**src/sv/fmtl_pkg.sv**
```systemverilog
// Shared types and constants for the field map trilinear lookup.
// Used by the front, queue, back and top modules; no dependencies.
`default_nettype none
package fmtl_pkg;

   localparam int ADDR_W  = 15;
   localparam int DEPTH   = 32768;
   localparam int COMP_W  = 24;
   localparam int ENTRY_W = 3 * COMP_W;
   localparam int CELL_W  = 8;
   localparam int WGT_W   = 17;
   localparam int CSR_W   = 4;

   localparam int NX_DEF = 32;
   localparam int NY_DEF = 32;
   localparam int NZ_DEF = 32;

   localparam logic OP_WRITE = 1'b0;
   localparam logic OP_QUERY = 1'b1;

   localparam logic [CSR_W-1:0] REG_ORIGIN_X   = 4'd0;
   localparam logic [CSR_W-1:0] REG_ORIGIN_Y   = 4'd1;
   localparam logic [CSR_W-1:0] REG_ORIGIN_Z   = 4'd2;
   localparam logic [CSR_W-1:0] REG_INV_STEP_X = 4'd3;
   localparam logic [CSR_W-1:0] REG_INV_STEP_Y = 4'd4;
   localparam logic [CSR_W-1:0] REG_INV_STEP_Z = 4'd5;
   localparam logic [CSR_W-1:0] REG_FIELD_SCALE = 4'd6;
   localparam logic [CSR_W-1:0] REG_QUADRANT   = 4'd7;

   typedef struct packed {
      logic                      opcode;
      logic [ADDR_W-1:0]         entry_index;
      logic signed [COMP_W-1:0]  entry_bx;
      logic signed [COMP_W-1:0]  entry_by;
      logic signed [COMP_W-1:0]  entry_bz;
      logic signed [31:0]        pos_x;
      logic signed [31:0]        pos_y;
      logic signed [31:0]        pos_z;
   } req_word_type;

   typedef struct packed {
      logic signed [COMP_W-1:0] field_x;
      logic signed [COMP_W-1:0] field_y;
      logic signed [COMP_W-1:0] field_z;
      logic                     inside_res;
   } rsp_word_type;

   typedef struct packed {
      logic signed [31:0] origin_x;
      logic signed [31:0] origin_y;
      logic signed [31:0] origin_z;
      logic [31:0]        inv_step_x;
      logic [31:0]        inv_step_y;
      logic [31:0]        inv_step_z;
      logic [31:0]        field_scale;
      logic               quadrant_symmetric;
   } cfg_type;

   // one classified job between front and back
   typedef struct packed {
      logic                is_write;
      logic [ADDR_W-1:0]   entry_index;
      logic [ENTRY_W-1:0]  entry;
      logic                in_grid;
      logic                flip_x;
      logic                flip_z;
      logic [CELL_W-1:0]   cell_x;
      logic [CELL_W-1:0]   cell_y;
      logic [CELL_W-1:0]   cell_z;
      logic [WGT_W-1:0]    w_x;
      logic [WGT_W-1:0]    w_y;
      logic [WGT_W-1:0]    w_z;
   } job_type;

endpackage
`default_nettype wire

```
**src/sv/fmtl_queue.sv**
```systemverilog
// Two-entry job queue between front and back.
// Depends on fmtl_pkg.
`default_nettype none
module fmtl_queue (
   input  wire logic             clock,
   input  wire logic             reset,
   input  wire logic             push,
   input  wire fmtl_pkg::job_type push_job,
   input  wire logic             pop,
   output fmtl_pkg::job_type     head,
   output logic                  full,
   output logic                  empty
);

   fmtl_pkg::job_type ent_ff [2];
   logic       wr_ptr_ff, wr_ptr_in;
   logic       rd_ptr_ff, rd_ptr_in;
   logic [1:0] cnt_ff, cnt_in;

   assign head  = ent_ff[rd_ptr_ff];
   assign full  = cnt_ff == 2'd2;
   assign empty = cnt_ff == 2'd0;

   always_comb begin
      wr_ptr_in = push ? ~wr_ptr_ff : wr_ptr_ff;
      rd_ptr_in = pop ? ~rd_ptr_ff : rd_ptr_ff;
      cnt_in    = cnt_ff + 2'(push) - 2'(pop);
   end

   always_ff @(posedge clock) begin
      if (reset) begin
         wr_ptr_ff <= 1'b0;
         rd_ptr_ff <= 1'b0;
         cnt_ff    <= 2'd0;
      end else begin
         wr_ptr_ff <= wr_ptr_in;
         rd_ptr_ff <= rd_ptr_in;
         cnt_ff    <= cnt_in;
      end
   end

   always_ff @(posedge clock) begin
      if (push) begin
         ent_ff[wr_ptr_ff] <= push_job;
      end
   end

endmodule
`default_nettype wire

```
**config.mk**
```make
export PLATFORM = sky130hd
export DESIGN_NAME = fmtl_queue
export DESIGN_NICKNAME = d
export VERILOG_FILES = /design/src/sv/fmtl_pkg.sv /design/src/sv/fmtl_queue.sv
export SDC_FILE = /design/constraint.sdc
export NUM_CORES = 1
export LEC_CHECK = 0
export BUFFER_PORTS_ARGS = -buffer_cell sky130_fd_sc_hd__buf_4
export CORE_MARGIN = 1
export CORE_UTILIZATION = 38
export DETAILED_ROUTE_END_ITERATION = 7
export SETUP_SLACK_MARGIN = 0.05
export SYNTH_ARGS = -nofsm -noshare
export SYNTH_HDL_FRONTEND = slang
export SYNTH_SLANG_ARGS = --single-unit
```
**constraint.sdc**
```tcl
create_clock -name clock -period 14.8 [get_ports clock]
set_clock_uncertainty 0.05 [all_clocks]
set_input_delay 2.22 -clock clock [delete_from_list [all_inputs] [get_ports clock]]
set_output_delay 2.22 -clock clock [all_outputs]
set_load 0.05 [all_outputs]
```
==> results of run 1 <==
==> power breakdown <==
group | switching (mW) | internal (mW)
combinational | 0.281 | 0.147
clock | 0.345 | 0.506
sequential | 0.0151 | 1.12
==> through the flow <==
stage / hold slack (ps) / total power [mW] / cell area [um^2] / worst slack [ps] / utilization
after CTS: 469 / 2.44 / 16300 / 9700 / 0.515
after global placement: 444 / 1.58 / 15100 / 9660 / 0.479
after global routing: 510 / 2.50 / 16300 / 9640 / 0.515
final: 462 / 2.41 / 16300 / 9790 / 0.515
after detailed placement: 452 / 1.58 / 15100 / 9700 / 0.479
after floorplan: 430 / 1.45 / 12200 / 4640 / -
==> state kept, by name, summed over array words and instances, names as in the netlist, named ones only <==
register	cells
cnt_ff	2
wr_ptr_ff	1
ent_ff	332
rd_ptr_ff	1
==> metal layers <==
| metal | global-route usage | part of all wire | vias to the layer above |
|---|---|---|---|
| met5 | 0 | 0.00070 | - |
| met2 | 0.237 | 0.49 | 261 |
| li1 | - | - | 2876 |
| met3 | 0.0590 | 0.095 | 45 |
| met1 | 0.165 | 0.40 | 3087 |
| met4 | 0.0461 | 0.023 | 2 |
==> synthesized netlist by cell type, drive strengths merged <==
library cell,instances,share of area
edfxtp,332,0.81
mux2,166,0.15
buf,18,0.015
dfxtp,5,0.0082
nor2,5,0.0015
nor2b,3,0.0015
ha,2,0.0020
inv,2,0.00061
xnor2,2,0.0014
and2,1,0.00051
xnor3,1,0.0018
==> critical path: cells and delay by family, from the launching register on <==
| kind | cells | cell delay [ps] |
|---|---|---|
| mux | 1 | 430 |
| buf+inv | 2 | 1020 |
| flops | 1 | 640 |
==> final timing paths <==
path / start / end / slack (ps) / cells after the start
worst max register to register: wr_ptr_ff / ent_ff[1][159] / 11720 / 3
worst min register to register: rd_ptr_ff / rd_ptr_ff / 460 / 2
worst max-delay path: flip-flop / head[13] / 9790 / 3
worst min-delay path: rd_ptr_ff / rd_ptr_ff / 460 / 2
==> cells in the final DEF (no fill, tap or decap), drive strengths merged <==
master    netlist  routed
dfxtp           5       5
clkinv          0      10
nor2            5       5
xnor2           2       2
mux2          166     166
ha              2       2
clkinvlp        0       2
xnor3           1       1
clkbuf          0      56
and2            1       1
buf            18     343
nor2b           3       3
inv             2       2
edfxtp        332     332
==> cell families (layout without fill, tap and decap cells) <==
logic type               Yosys count  in the layout  synth area share
AND/OR/NAND/NOR                    9              9           0.00358
multiplexers                     166            166             0.153
flip-flops                       337            337             0.823
buffers and inverters             20            413            0.0155
XOR/XNOR                           3              3           0.00327
adder cells (fa/ha/maj)            2              2           0.00204
==> area by class of cell <==
cell class / count / area, um^2 / area share
clock buffers: 56 / 1080 / 0.0664
clock inverters: 12 / 63.8 / 0.00392
inverters: 2 / 7.51 / 0.000461
multi-input cells: 180 / 1990 / 0.122
flip-flops and latches: 337 / 10100 / 0.618
well taps: 402 / 503 / 0.0309
repair buffers: 343 / 2570 / 0.158
==> metrics.txt, run 1 <==
critical path capture point type output pin; Ys Warns 0; WL/cell 18.2 um; Non-Filler Instances 1332; CTS Sinks 337; Worst-Margin Slew 1050 ps; total wire length 24200 um; DR iter-0 viols 297; Cell Area, Synth 12200 um^2; core area 31600 um^2; vias in the first global route 6382; critical path type reg -> out; peak supply drop 0.106 mV; row cnt 65; CP startpoint kind flip-flop; Max Fclk 200 MHz; Total Routing Usage GR 0.142; clock tree buffer depth 3; Post-Syn Instances 537; port bufs 337; max-cap violations 0; Hold Buf Count CTS 0; Synth-to-Final Area Change 33.1%; Detail Placement HPWL 15700 um; Leak 6.05 nW; fin crit share 0.338; clock-pin slew on the worst setup and hold paths 50 ps; Resized cells post-CTS 0; CP max FO 72; RSZ-0062 raised after global routing no; Die Width 181 um; total number of vias 6271; CTS tree yes; first-pass GRT wire length 35800 um; Die ar. 32900 um^2; setup bufs post-CTS 0; routability cong. 0.699; most used cell, CP buf_4; slowest cell delay on critical path 830 ps; setup tns final 0 ps; post-synth cell types 13; final-report max-slew violation count 0; Ant. Diodes 0; synthesized net count 709; Slew HR 0.299; CP arrival 2740 ps; largest net degree at the start of global routing 73; H-tree levels 2; layout cells sized above 1 0.603; syn_area_per_cell 22.8 um^2; PD cells 148 nW/um^2; nets@finish 1074; Antenna Nets Post-Route 0; hold crit path type reg -> reg; die height 181 um; Cell Chain, Critical Path buf_4 > mux2_2 > buf_4; Initial Util 0.387; IO Count 338; Tmin final 5010 ps; # setup viols final 0; sequential share of the synthesized area 0.823; slowest stage cell, crit path buf_4; CTS buffer count 38; final hold violations 0; via density per instance 4.71; CTS root buf clkbuf_16; status finished, final reports clean; total global routing overflow 0; initial antenna violation count 1; 1st-pass router iterations 4; # DRC 0; placed insts 1264; Seq cells post-synth 337; Crit path required time 12530 ps; Clock Latency Late Sink 510 ps; FILL cells 2638
Note: power is estimated with default switching activity, not from simulation.
==> inputs of run 2 (changes only) <==
==> constraint.sdc (replaced) <==
create_clock -name clock -period 4.2 [get_ports clock]
set_clock_uncertainty 0.05 [all_clocks]
set_input_delay 0.63 -clock clock [delete_from_list [all_inputs] [get_ports clock]]
set_output_delay 0.63 -clock clock [all_outputs]
set_load 0.05 [all_outputs]
==> run 2 against run 1 <==
Sequential share of layout area grew 0.057 points. First-iteration DRC count shrank 19%. Utilization is essentially flat. Largest cell class unchanged. Cell area hardly changed. Hold slack got worse by 200 ps. Total power increased to 3.5 times the previous value. Largest power group unchanged. Flip-flop and latch count is the same. Highest routed layer is now met4. Combinational power rose to 3.6 times the previous value. Via count decreased by 0.78%. Sequential power rose to 3.5 times the previous value. Clock power grew to 3.4 times the previous value.
==> metrics.txt, run 2 (synthesis results as in run 1) <==
status finished, final reports clean; Reg2Reg Depth 2 (-1); peak supply drop 0.313 mV (+200%); setup tns final 0 ps (unchanged); Max Fclk 380 MHz; # setup viols final 0 (unchanged); slowest cell delay on critical path 420 ps (-410 ps); layout cells sized above 1 0.599 (-0.00452); most frequent cells in the layout buf_4 (339), edfxtp_1 (332), mux2_2 (166); Clock Latency Late Sink 490 ps (-20 ps); Synth-to-Final Area Change 33.0% (about the same); Regs by FF count ent_ff (332), cnt_ff (2); Tmin final 2630 ps; nets@finish 1074 (unchanged); total global routing overflow 0 (unchanged); Worst path top cell family by delay buffers and inverters; CTS Sinks 337 (unchanged); Die ar. 32900 um^2 (unchanged); capturing point of the worst reg2reg path ent_ff[1][112]; Non-Filler Instances 1329 (-0.23%); FF-to-FF setup slack 2320 ps (-9400 ps); Biggest register ent_ff; via density per instance 4.68 (-0.56%); initial antenna violation count 0 (-1); IO Count 338 (unchanged); slowest stage cell, crit path mux2_2; Slew HR 0.639 (+0.341); clock-pin slew on the worst setup and hold paths 60 ps (about the same); # DRC 0 (unchanged); Detail Placement HPWL 15500 um (-1.3%); CP max FO 83 (+15%); setup bufs post-CTS 0 (unchanged); Largest register FFs 332 (unchanged); total wire length 24000 um (-0.84%); final hold violations 0 (unchanged); routability cong. 0.691 (-1.2%); RSZ-0062 raised after global routing no; Total Routing Usage GR 0.141 (-0.000501); final hold slack 264 ps (-198 ps); final instance area 16300 um^2 (about the same); Cell Chain, Critical Path buf_12 > mux2_2 > buf_4; 1st-pass router iterations 4 (unchanged); Ant. Diodes 0 (unchanged); port bufs 337 (unchanged); final core utilization 0.515 (about the same); first-pass GRT wire length 36000 um (+0.44%); core area 31600 um^2 (unchanged); hold crit path type in -> reg; DR iter-0 viols 242 (-19%); CTS buffer count 37 (-2.6%); crit path buf inv count 2 (unchanged); pre-CTS WS 2020 ps (-7680 ps); vias in the first global route 6472 (+1.4%); CP startpoint kind flip-flop; Worst-Margin Slew 541 ps (-511 ps); largest net degree at the start of global routing 86 (+18%); die height 181 um (unchanged); clock tree buffer depth 3 (unchanged); Initial Util 0.387 (unchanged); post-route total power 8.36 mW (+250%); Hold Buf Count CTS 0 (unchanged); Antenna Nets Post-Route 0 (unchanged); WL/cell 18.1 um (-0.62%); total number of vias 6222 (-0.78%); critical path capture point type output pin; PD cells 514 nW/um^2 (+250%); Area after DPL 15200 um^2 (+0.46%); placed insts 1265 (+0.079%); final-report max-slew violation count 0 (unchanged); Leak 6.03 nW (-0.30%); CP arrival 1950 ps (-790 ps); Resized cells post-CTS 0 (unchanged); Crit. path cell count 3 (unchanged); row cnt 65 (unchanged); Crit path required time 3520 ps (-9010 ps); fin crit share 0.626; max-cap violations 0 (unchanged); critical path type reg -> out; leading cell type in the layout, fill and taps excluded buf_4; CTS tree yes; CTS root buf clkbuf_16; Worst R2R Start wr_ptr_ff; H-tree levels 2 (unchanged); Setup crit end head[156]; Die Width 181 um (unchanged); worst setup margin 1570 ps (-8220 ps)
[run 2: report_power, final]
part           internal, mW  switching, mW  total (mW)
Clock                  1.68           1.18        2.86
Sequential             3.93         0.0412        3.97
Combinational         0.530          0.999        1.53
Total                  6.14           2.23        8.36
[run 2: routing by layer]
| metal | vias up | wire length, um | global-route usage |
|---|---|---|---|
| li1 | 2874 | - | - |
| met1 | 3086 | 8920 | 0.153 |
| met2 | 226 | 12200 | 0.248 |
| met3 | 36 | 2420 | 0.0616 |
| met4 | 0 | 478 | 0.0441 |
| met5 | - | 0 | 0 |
[run 2: worst min path at each step]
stage	slack, ps	depth (start not counted)	to	start
5_1_grt	240	1	ent_ff[0][100]	push_job[100]
3_5_place_dp	450	2	rd_ptr_ff	rd_ptr_ff
2_1_floorplan	430	2	flip-flop	rd_ptr_ff
3_3_place_gp	450	2	rd_ptr_ff	rd_ptr_ff
4_1_cts	240	1	ent_ff[0][7]	push_job[7]
6_report	260	1	ent_ff[1][38]	push_job[38]
[run 2: area by class of cell]
class	instances	area, um^2
Clock buffer	50	975
Clock inverter	14	86.3
Fill cell	2634	15400
Inverter	2	7.51
Multi-Input combinational cell	180	1990
Sequential cell	337	10100
Tap cell	402	503
Timing Repair Buffer	344	2650
