<file path="src/sv/fmtl_pkg.sv">
// Shared types and constants for the field map trilinear lookup.
// Used by the front, queue, back and top modules; no dependencies.
`default_nettype none
package fmtl_pkg;

   localparam int ADDR_W  = 15;
   localparam int DEPTH   = 32768;
   localparam int COMP_W  = 24;
   localparam int ENTRY_W = 3 * COMP_W;
   localparam int CELL_W  = 8;
   localparam int WGT_W   = 17;
   localparam int CSR_W   = 4;

   localparam int NX_DEF = 32;
   localparam int NY_DEF = 32;
   localparam int NZ_DEF = 32;

   localparam logic OP_WRITE = 1'b0;
   localparam logic OP_QUERY = 1'b1;

   localparam logic [CSR_W-1:0] REG_ORIGIN_X   = 4'd0;
   localparam logic [CSR_W-1:0] REG_ORIGIN_Y   = 4'd1;
   localparam logic [CSR_W-1:0] REG_ORIGIN_Z   = 4'd2;
   localparam logic [CSR_W-1:0] REG_INV_STEP_X = 4'd3;
   localparam logic [CSR_W-1:0] REG_INV_STEP_Y = 4'd4;
   localparam logic [CSR_W-1:0] REG_INV_STEP_Z = 4'd5;
   localparam logic [CSR_W-1:0] REG_FIELD_SCALE = 4'd6;
   localparam logic [CSR_W-1:0] REG_QUADRANT   = 4'd7;

   typedef struct packed {
      logic                      opcode;
      logic [ADDR_W-1:0]         entry_index;
      logic signed [COMP_W-1:0]  entry_bx;
      logic signed [COMP_W-1:0]  entry_by;
      logic signed [COMP_W-1:0]  entry_bz;
      logic signed [31:0]        pos_x;
      logic signed [31:0]        pos_y;
      logic signed [31:0]        pos_z;
   } req_word_type;

   typedef struct packed {
      logic signed [COMP_W-1:0] field_x;
      logic signed [COMP_W-1:0] field_y;
      logic signed [COMP_W-1:0] field_z;
      logic                     inside_res;
   } rsp_word_type;

   typedef struct packed {
      logic signed [31:0] origin_x;
      logic signed [31:0] origin_y;
      logic signed [31:0] origin_z;
      logic [31:0]        inv_step_x;
      logic [31:0]        inv_step_y;
      logic [31:0]        inv_step_z;
      logic [31:0]        field_scale;
      logic               quadrant_symmetric;
   } cfg_type;

   // one classified job between front and back
   typedef struct packed {
      logic                is_write;
      logic [ADDR_W-1:0]   entry_index;
      logic [ENTRY_W-1:0]  entry;
      logic                in_grid;
      logic                flip_x;
      logic                flip_z;
      logic [CELL_W-1:0]   cell_x;
      logic [CELL_W-1:0]   cell_y;
      logic [CELL_W-1:0]   cell_z;
      logic [WGT_W-1:0]    w_x;
      logic [WGT_W-1:0]    w_y;
      logic [WGT_W-1:0]    w_z;
   } job_type;

endpackage
`default_nettype wire

</file>
<file path="src/sv/fmtl_front.sv">
// Front end: takes request words, folds the quadrant, maps each axis to cell
// and weight, and pushes a job. Depends on fmtl_pkg.
`default_nettype none
module fmtl_front #(
   parameter int NX = fmtl_pkg::NX_DEF,
   parameter int NY = fmtl_pkg::NY_DEF,
   parameter int NZ = fmtl_pkg::NZ_DEF
) (
   input  wire logic                  clock,
   input  wire logic                  reset,
   input  wire fmtl_pkg::cfg_type     cfg,
   input  wire logic                  req_valid,
   output logic                       req_stall,
   input  wire fmtl_pkg::req_word_type req_word,
   output logic                       push,
   output fmtl_pkg::job_type          push_job,
   input  wire logic                  q_full
);

   localparam logic [1:0] F_IDLE = 2'd0;
   localparam logic [1:0] F_CALC = 2'd1;
   localparam logic [1:0] F_PUSH = 2'd2;

   logic [1:0] state_ff, state_in;
   logic [2:0] step_ff, step_in;
   fmtl_pkg::job_type job_ff, job_in;
   logic [32:0] dabs_ff [3];
   logic [32:0] dabs_in [3];
   logic [47:0] plo_ff, plo_in;

   logic                accept;
   logic signed [31:0]  pos [3];
   logic signed [31:0]  org [3];
   logic [31:0]         inv [3];
   logic                negp [3];
   logic signed [32:0]  pf;
   logic signed [33:0]  diff;
   logic                bad;
   logic [1:0]          axis;
   logic [32:0]         dsel;
   logic [31:0]         isel;
   logic [32:0]         nm1;
   logic [fmtl_pkg::CELL_W-1:0] nm2;
   logic [48:0]         phi;
   logic [64:0]         prod;
   logic [32:0]         ip;
   logic                top;
   logic                outside;
   logic [fmtl_pkg::CELL_W-1:0] cidx;
   logic [fmtl_pkg::WGT_W-1:0]  wgt;

   assign req_stall = state_ff != F_IDLE;
   assign accept    = req_valid && !req_stall;
   assign push      = (state_ff == F_PUSH) && !q_full;
   assign push_job  = job_ff;

   assign pos[0] = req_word.pos_x;
   assign pos[1] = req_word.pos_y;
   assign pos[2] = req_word.pos_z;
   assign org[0] = cfg.origin_x;
   assign org[1] = cfg.origin_y;
   assign org[2] = cfg.origin_z;
   assign inv[0] = cfg.inv_step_x;
   assign inv[1] = cfg.inv_step_y;
   assign inv[2] = cfg.inv_step_z;

   always_comb begin
      state_in = state_ff;
      step_in  = step_ff;
      job_in   = job_ff;
      dabs_in  = dabs_ff;
      plo_in   = plo_ff;
      bad      = 1'b0;
      pf       = '0;
      diff     = '0;
      for (int a = 0; a < 3; a++) begin
         negp[a] = (a < 2) && cfg.quadrant_symmetric && pos[a][31];
      end

      axis = step_ff[2:1];
      case (axis)
         2'd0: begin
            isel = cfg.inv_step_x;
            nm1  = 33'(NX - 1);
            nm2  = fmtl_pkg::CELL_W'(NX - 2);
         end
         2'd1: begin
            isel = cfg.inv_step_y;
            nm1  = 33'(NY - 1);
            nm2  = fmtl_pkg::CELL_W'(NY - 2);
         end
         default: begin
            isel = cfg.inv_step_z;
            nm1  = 33'(NZ - 1);
            nm2  = fmtl_pkg::CELL_W'(NZ - 2);
         end
      endcase
      dsel = dabs_ff[axis];
      phi  = dsel[32:16] * isel;
      prod = {phi, 16'b0} + {17'b0, plo_ff};
      ip   = prod[64:32];
      top  = ip == nm1;
      outside = (ip > nm1) || (top && (prod[31:0] != 32'd0));
      cidx = top ? nm2 : ip[fmtl_pkg::CELL_W-1:0];
      wgt  = top ? fmtl_pkg::WGT_W'(65536) : {1'b0, prod[31:16]};

      case (state_ff)
         F_IDLE: begin
            if (accept) begin
               job_in.is_write    = req_word.opcode == fmtl_pkg::OP_WRITE;
               job_in.entry_index = req_word.entry_index;
               job_in.entry       = {req_word.entry_bx, req_word.entry_by, req_word.entry_bz};
               job_in.flip_x      = negp[0] ^ negp[1];
               job_in.flip_z      = negp[1];
               for (int a = 0; a < 3; a++) begin
                  pf   = negp[a] ? -33'(pos[a]) : 33'(pos[a]);
                  diff = 34'(pf) - 34'(org[a]);
                  dabs_in[a] = diff[32:0];
                  bad  = bad || diff[33] || (inv[a] == 32'd0);
               end
               job_in.in_grid = !bad;
               step_in  = 3'd0;
               state_in = (req_word.opcode == fmtl_pkg::OP_WRITE) ? F_PUSH : F_CALC;
            end
         end
         F_CALC: begin
            if (!step_ff[0]) begin
               plo_in = 48'(dsel[15:0]) * 48'(isel);
            end else begin
               if (outside) begin
                  job_in.in_grid = 1'b0;
               end
               case (axis)
                  2'd0: begin
                     job_in.cell_x = cidx;
                     job_in.w_x    = wgt;
                  end
                  2'd1: begin
                     job_in.cell_y = cidx;
                     job_in.w_y    = wgt;
                  end
                  default: begin
                     job_in.cell_z = cidx;
                     job_in.w_z    = wgt;
                  end
               endcase
            end
            step_in = step_ff + 3'd1;
            if (step_ff == 3'd5) begin
               state_in = F_PUSH;
            end
         end
         F_PUSH: begin
            if (!q_full) begin
               state_in = F_IDLE;
            end
         end
         default: state_in = F_IDLE;
      endcase
   end

   always_ff @(posedge clock) begin
      if (reset) begin
         state_ff <= F_IDLE;
         step_ff  <= 3'd0;
      end else begin
         state_ff <= state_in;
         step_ff  <= step_in;
      end
   end

   always_ff @(posedge clock) begin
      job_ff  <= job_in;
      dabs_ff <= dabs_in;
      plo_ff  <= plo_in;
   end

endmodule
`default_nettype wire

</file>
<file path="config.mk">
export PLATFORM = sky130hd
export DESIGN_NAME = fmtl_front
export DESIGN_NICKNAME = d
export VERILOG_FILES = /design/src/sv/fmtl_pkg.sv /design/src/sv/fmtl_front.sv
export SDC_FILE = /design/constraint.sdc
export NUM_CORES = 2
export LEC_CHECK = 0
export BUFFER_PORTS_ARGS = -buffer_cell sky130_fd_sc_hd__clkbuf_2
export CORE_MARGIN = 4
export CORE_UTILIZATION = 35
export CTS_BUF_LIST = sky130_fd_sc_hd__clkbuf_4
export CTS_CLUSTER_SIZE = 10
export DETAILED_ROUTE_END_ITERATION = 6
export PLACE_DENSITY = 0.49
export SLEW_MARGIN = 15
export SYNTH_ARGS = -nofsm -noshare
export SYNTH_HDL_FRONTEND = slang
export SYNTH_SLANG_ARGS = --single-unit
export TNS_END_PERCENT = 50
</file>
<file path="constraint.sdc">
create_clock -name clock -period 14 [get_ports clock]
set_input_delay 2.8 -clock clock [delete_from_list [all_inputs] [get_ports clock]]
set_output_delay 2.8 -clock clock [all_outputs]
set_load 0.05 [all_outputs]
</file>
==> results by group <==
STA
  – # setup viols final: 0
  – Fmax: 0.0804 GHz
  – Fin. Hold Viols: 0
  – Clock skew: 0.128 ns
  – Final Max Tran Viols: 0
  – Measured slew at the worst slew-check pin: 1.09 ns
  – Minimum period implied by the final worst setup slack: 12.44 ns
  – Unrepaired setup endpoints after global routing: false
  – Final period util: 0.888
  – Setup Total Neg Slack: 0 ns
  – Slew margin rel.: 0.269

Synth
  – Library cells used by synthesis: 91
  – Synth Flop Type: edfxtp_1
  – Top cell type's share of synthesized area: 0.332
  – Top cells by area, synth: fa_1 33%, edfxtp_1 18%, ha_1 9.0%
  – Top cell type by total area after synthesis: fa_1
  – Most frequent cell after synthesis: inv_1
  – Commonest cells in the netlist: 1088 x inv_1, 940 x nand2_1, 871 x fa_1, 469 x nor2_1, 378 x ha_1
  – Avg Inst Size Synth: 9.03 sq um
  – Sequential cell area fraction in the yosys report: 0.181
  – Syn_nets: 7482
  – Syn Std Cell Area: 52500 sq um
  – Number of flops mapped to enable cells by yosys: 313
  – Synth Register Bits: 318
  – Synthesis warning total: 0
  – Post-synthesis cell count: 5820
  – Asr flop ratio synth: 0

Floorplanning
  – Die Height: 395 um
  – Total die area: 156000 sq um
  – Num ports: 581
  – Initial Util: 0.354
  – Row cnt: 141
  – Die X: 395 um
  – CORE AREA: 148000 sq um

Clock network
  – Worst-skew pair later-pin latency: 1.08 ns
  – Worst-path clk slew: 0.06 ns
  – Clk sink count: 318
  – CTS hold repair buffers: 0
  – CTS Buf Count: 91
  – CTS max path bufs: 3
  – H-tree depth: 3
  – Post-CTS setup buffer count: 0
  – CTS tree: built
  – Root Buffer: clkbuf_4
  – Resized cells post-CTS: 0

Final layout
  – Post-Route Utilization: 0.400
  – P&R area growth vs syn: 13.0%
  – NumNets Final: 8032
  – Layout cell share with drive strength beyond 1: 0.145
  – Fill cells: 15100

Critical path
  – Worst path arrival time: 13.16 ns
  – CP bufs+invs: 8
  – Worst EP required: 14.72 ns
  – Reg2reg end: push_job[77]$_SDFFCE_PP0P_
  – Crit Path Max Fanout: 19
  – Crit path max-delay family: compound AO/OA/AOI/OAI gates
  – Critical-path top delay cell: o21a_1
  – Crit end category: flip-flop
  – Setup slack, reg-to-reg: 2.18 ns
  – RR Startpoint: step_ff[1]$_SDFFE_PP0P_
  – Critical path class: input pin to flip-flop
  – R2R depth: 39
  – CP peak stage delay: 0.56 ns
  – Most used cell, CP: fa_1
  – CP Launch Type: input pin

Outcome
  – Status: complete, no violations

Drt
  – Antenna-violating nets left: 0
  – Post-Route WL: 194000 um
  – Routed len/inst: 22.9 um
  – DRC: 0
  – DR vias/cell: 5.10
  – TritonRoute pass-1 iters: 5
  – Iteration-0 DRC count of the detailed router: 2857
  – Via count: 43100

Hold path
  – Hold path cells: 2
  – Worst Hold Class: flip-flop to flip-flop
  – Hold endpoint: state_ff[1]$_SDFFE_PP0P_
  – Beginning of the worst hold path: state_ff[1]$_SDFFE_PP0P_

Global routing
  – Via count of the first global-routing pass: 44900
  – Largest net degree at the start of global routing: 145
  – First-pass GRT wire length: 287000 um
  – Overall Global Routing Usage: 0.246
  – Initial antenna violation count: 22
  – Gr ovfl total: 0

Flow run
  – Max-Cap Viols: 0

Place
  – PortBufs: 548
  – Gp weighted congestion: 0.957
  – Hpwl dp: 157000 um
==> cell families after synthesis <==
logic type | after synthesis | share of synthesized area
and+or+nand+nor | 1805 | 0.148
buffers and inverters | 1326 | 0.0952
adders and majority gates | 1249 | 0.422
AOI/OAI and AO/OA | 798 | 0.0985
DFF | 318 | 0.181
xor gates and xnor gates | 251 | 0.0418
muxes | 73 | 0.0140
==> area by class of cell <==
| type | instances | area (sq um) | share of cell area |
|---|---|---|---|
| Inverter | 1089 | 4090 | 0.0688 |
| Clock buffer | 127 | 953 | 0.0161 |
| Sequential cell | 318 | 9510 | 0.160 |
| Antenna cell | 11 | 27.5 | 0.000464 |
| Clock inverter | 31 | 190 | 0.00320 |
| Timing Repair Buffer | 694 | 3860 | 0.0651 |
| Multi-Input combinational cell | 4176 | 38200 | 0.644 |
| Tap cell | 2002 | 2500 | 0.0422 |
==> sequential cells by signal, summed over array words and instances (netlist names) <==
register / flops
dabs_ff: 99
step_ff: 3
push_job: 166
state_ff: 2
plo_ff: 48
==> how the worst max path moves through the flow <==
stage / end / startpoint / cells after the start / slack (ns)
3_5_place_dp: push_job[77]$_SDFFCE_PP0P_ / cfg[71] / 38 / 0.68
3_3_place_gp: push_job[77]$_SDFFCE_PP0P_ / cfg[71] / 39 / 0.72
5_1_grt: push_job[77]$_SDFFCE_PP0P_ / cfg[102] / 39 / 1.26
6_report: push_job[77]$_SDFFCE_PP0P_ / cfg[71] / 39 / 1.56
4_1_cts: push_job[77]$_SDFFCE_PP0P_ / cfg[71] / 38 / 1.77
2_1_floorplan: push_job[77]$_SDFFCE_PP0P_ / req_valid / 8 / 1.29
==> metal layers <==
layer  GRT usage  vias up  share of wire
met2       0.382     1879           0.44
li1            -    19600              -
met3      0.0660      326          0.095
met4      0.0911       12          0.042
met5           0        -        0.00048
met1       0.329    21300           0.42
==> cells in the final DEF, fill, tap and decap left out, types with 13 or more instances in the layout <==
cell type  netlist  layout
inv_1         1088    1088
nand2_1        940     940
fa_1           871     871
clkbuf_2         5     548
nor2_1         469     466
ha_1           378     378
edfxtp_1       313     313
a21oi_1        229     226
xnor2_1        169     169
buf_4            0     144
clkbuf_4         0     127
o21ai_0        118     113
a21o_1         109     109
xor2_1          82      82
mux2i_1         71      71
o21a_1          67      67
and2_1          50      50
nor3_1          51      49
nand3_1         47      47
o21ai_2          2      41
nor2b_1         40      39
nor4_1          38      38
nand4_1         38      38
a211oi_1        36      36
and3_1          28      28
nand2b_1        26      26
a31oi_1         25      25
clkinv_1         1      22
o31ai_1         21      21
o21bai_1        20      20
o211ai_1        19      19
a21oi_2         11      14
or2_2           13      13
or3_1           13      13
a21boi_0        13      13
==> tightest hold or removal path, cell delays in order (launching register included) <==
cell and delay, ns:
dfxtp_1 0.37, nand3b_1 0.11, a211oi_1 0.06
==> metrics by stage <==
step / worst slack [ns] / hold slack [ns] / instance area, sq um / cells
after global routing: 1.26 / 0.630 / 59400 / 8442
after global placement: 0.719 / 0.577 / 58200 / 8279
after CTS: 1.77 / 0.579 / 59400 / 8437
after detailed placement: 0.681 / 0.577 / 58200 / 8279
after floorplan: 1.29 / 0.521 / 52500 / 5820
final: 1.56 / 0.584 / 59400 / 8448
Power is not shown: default switching activity piles up to over one toggle a cycle in this logic, so the estimate is an artifact.
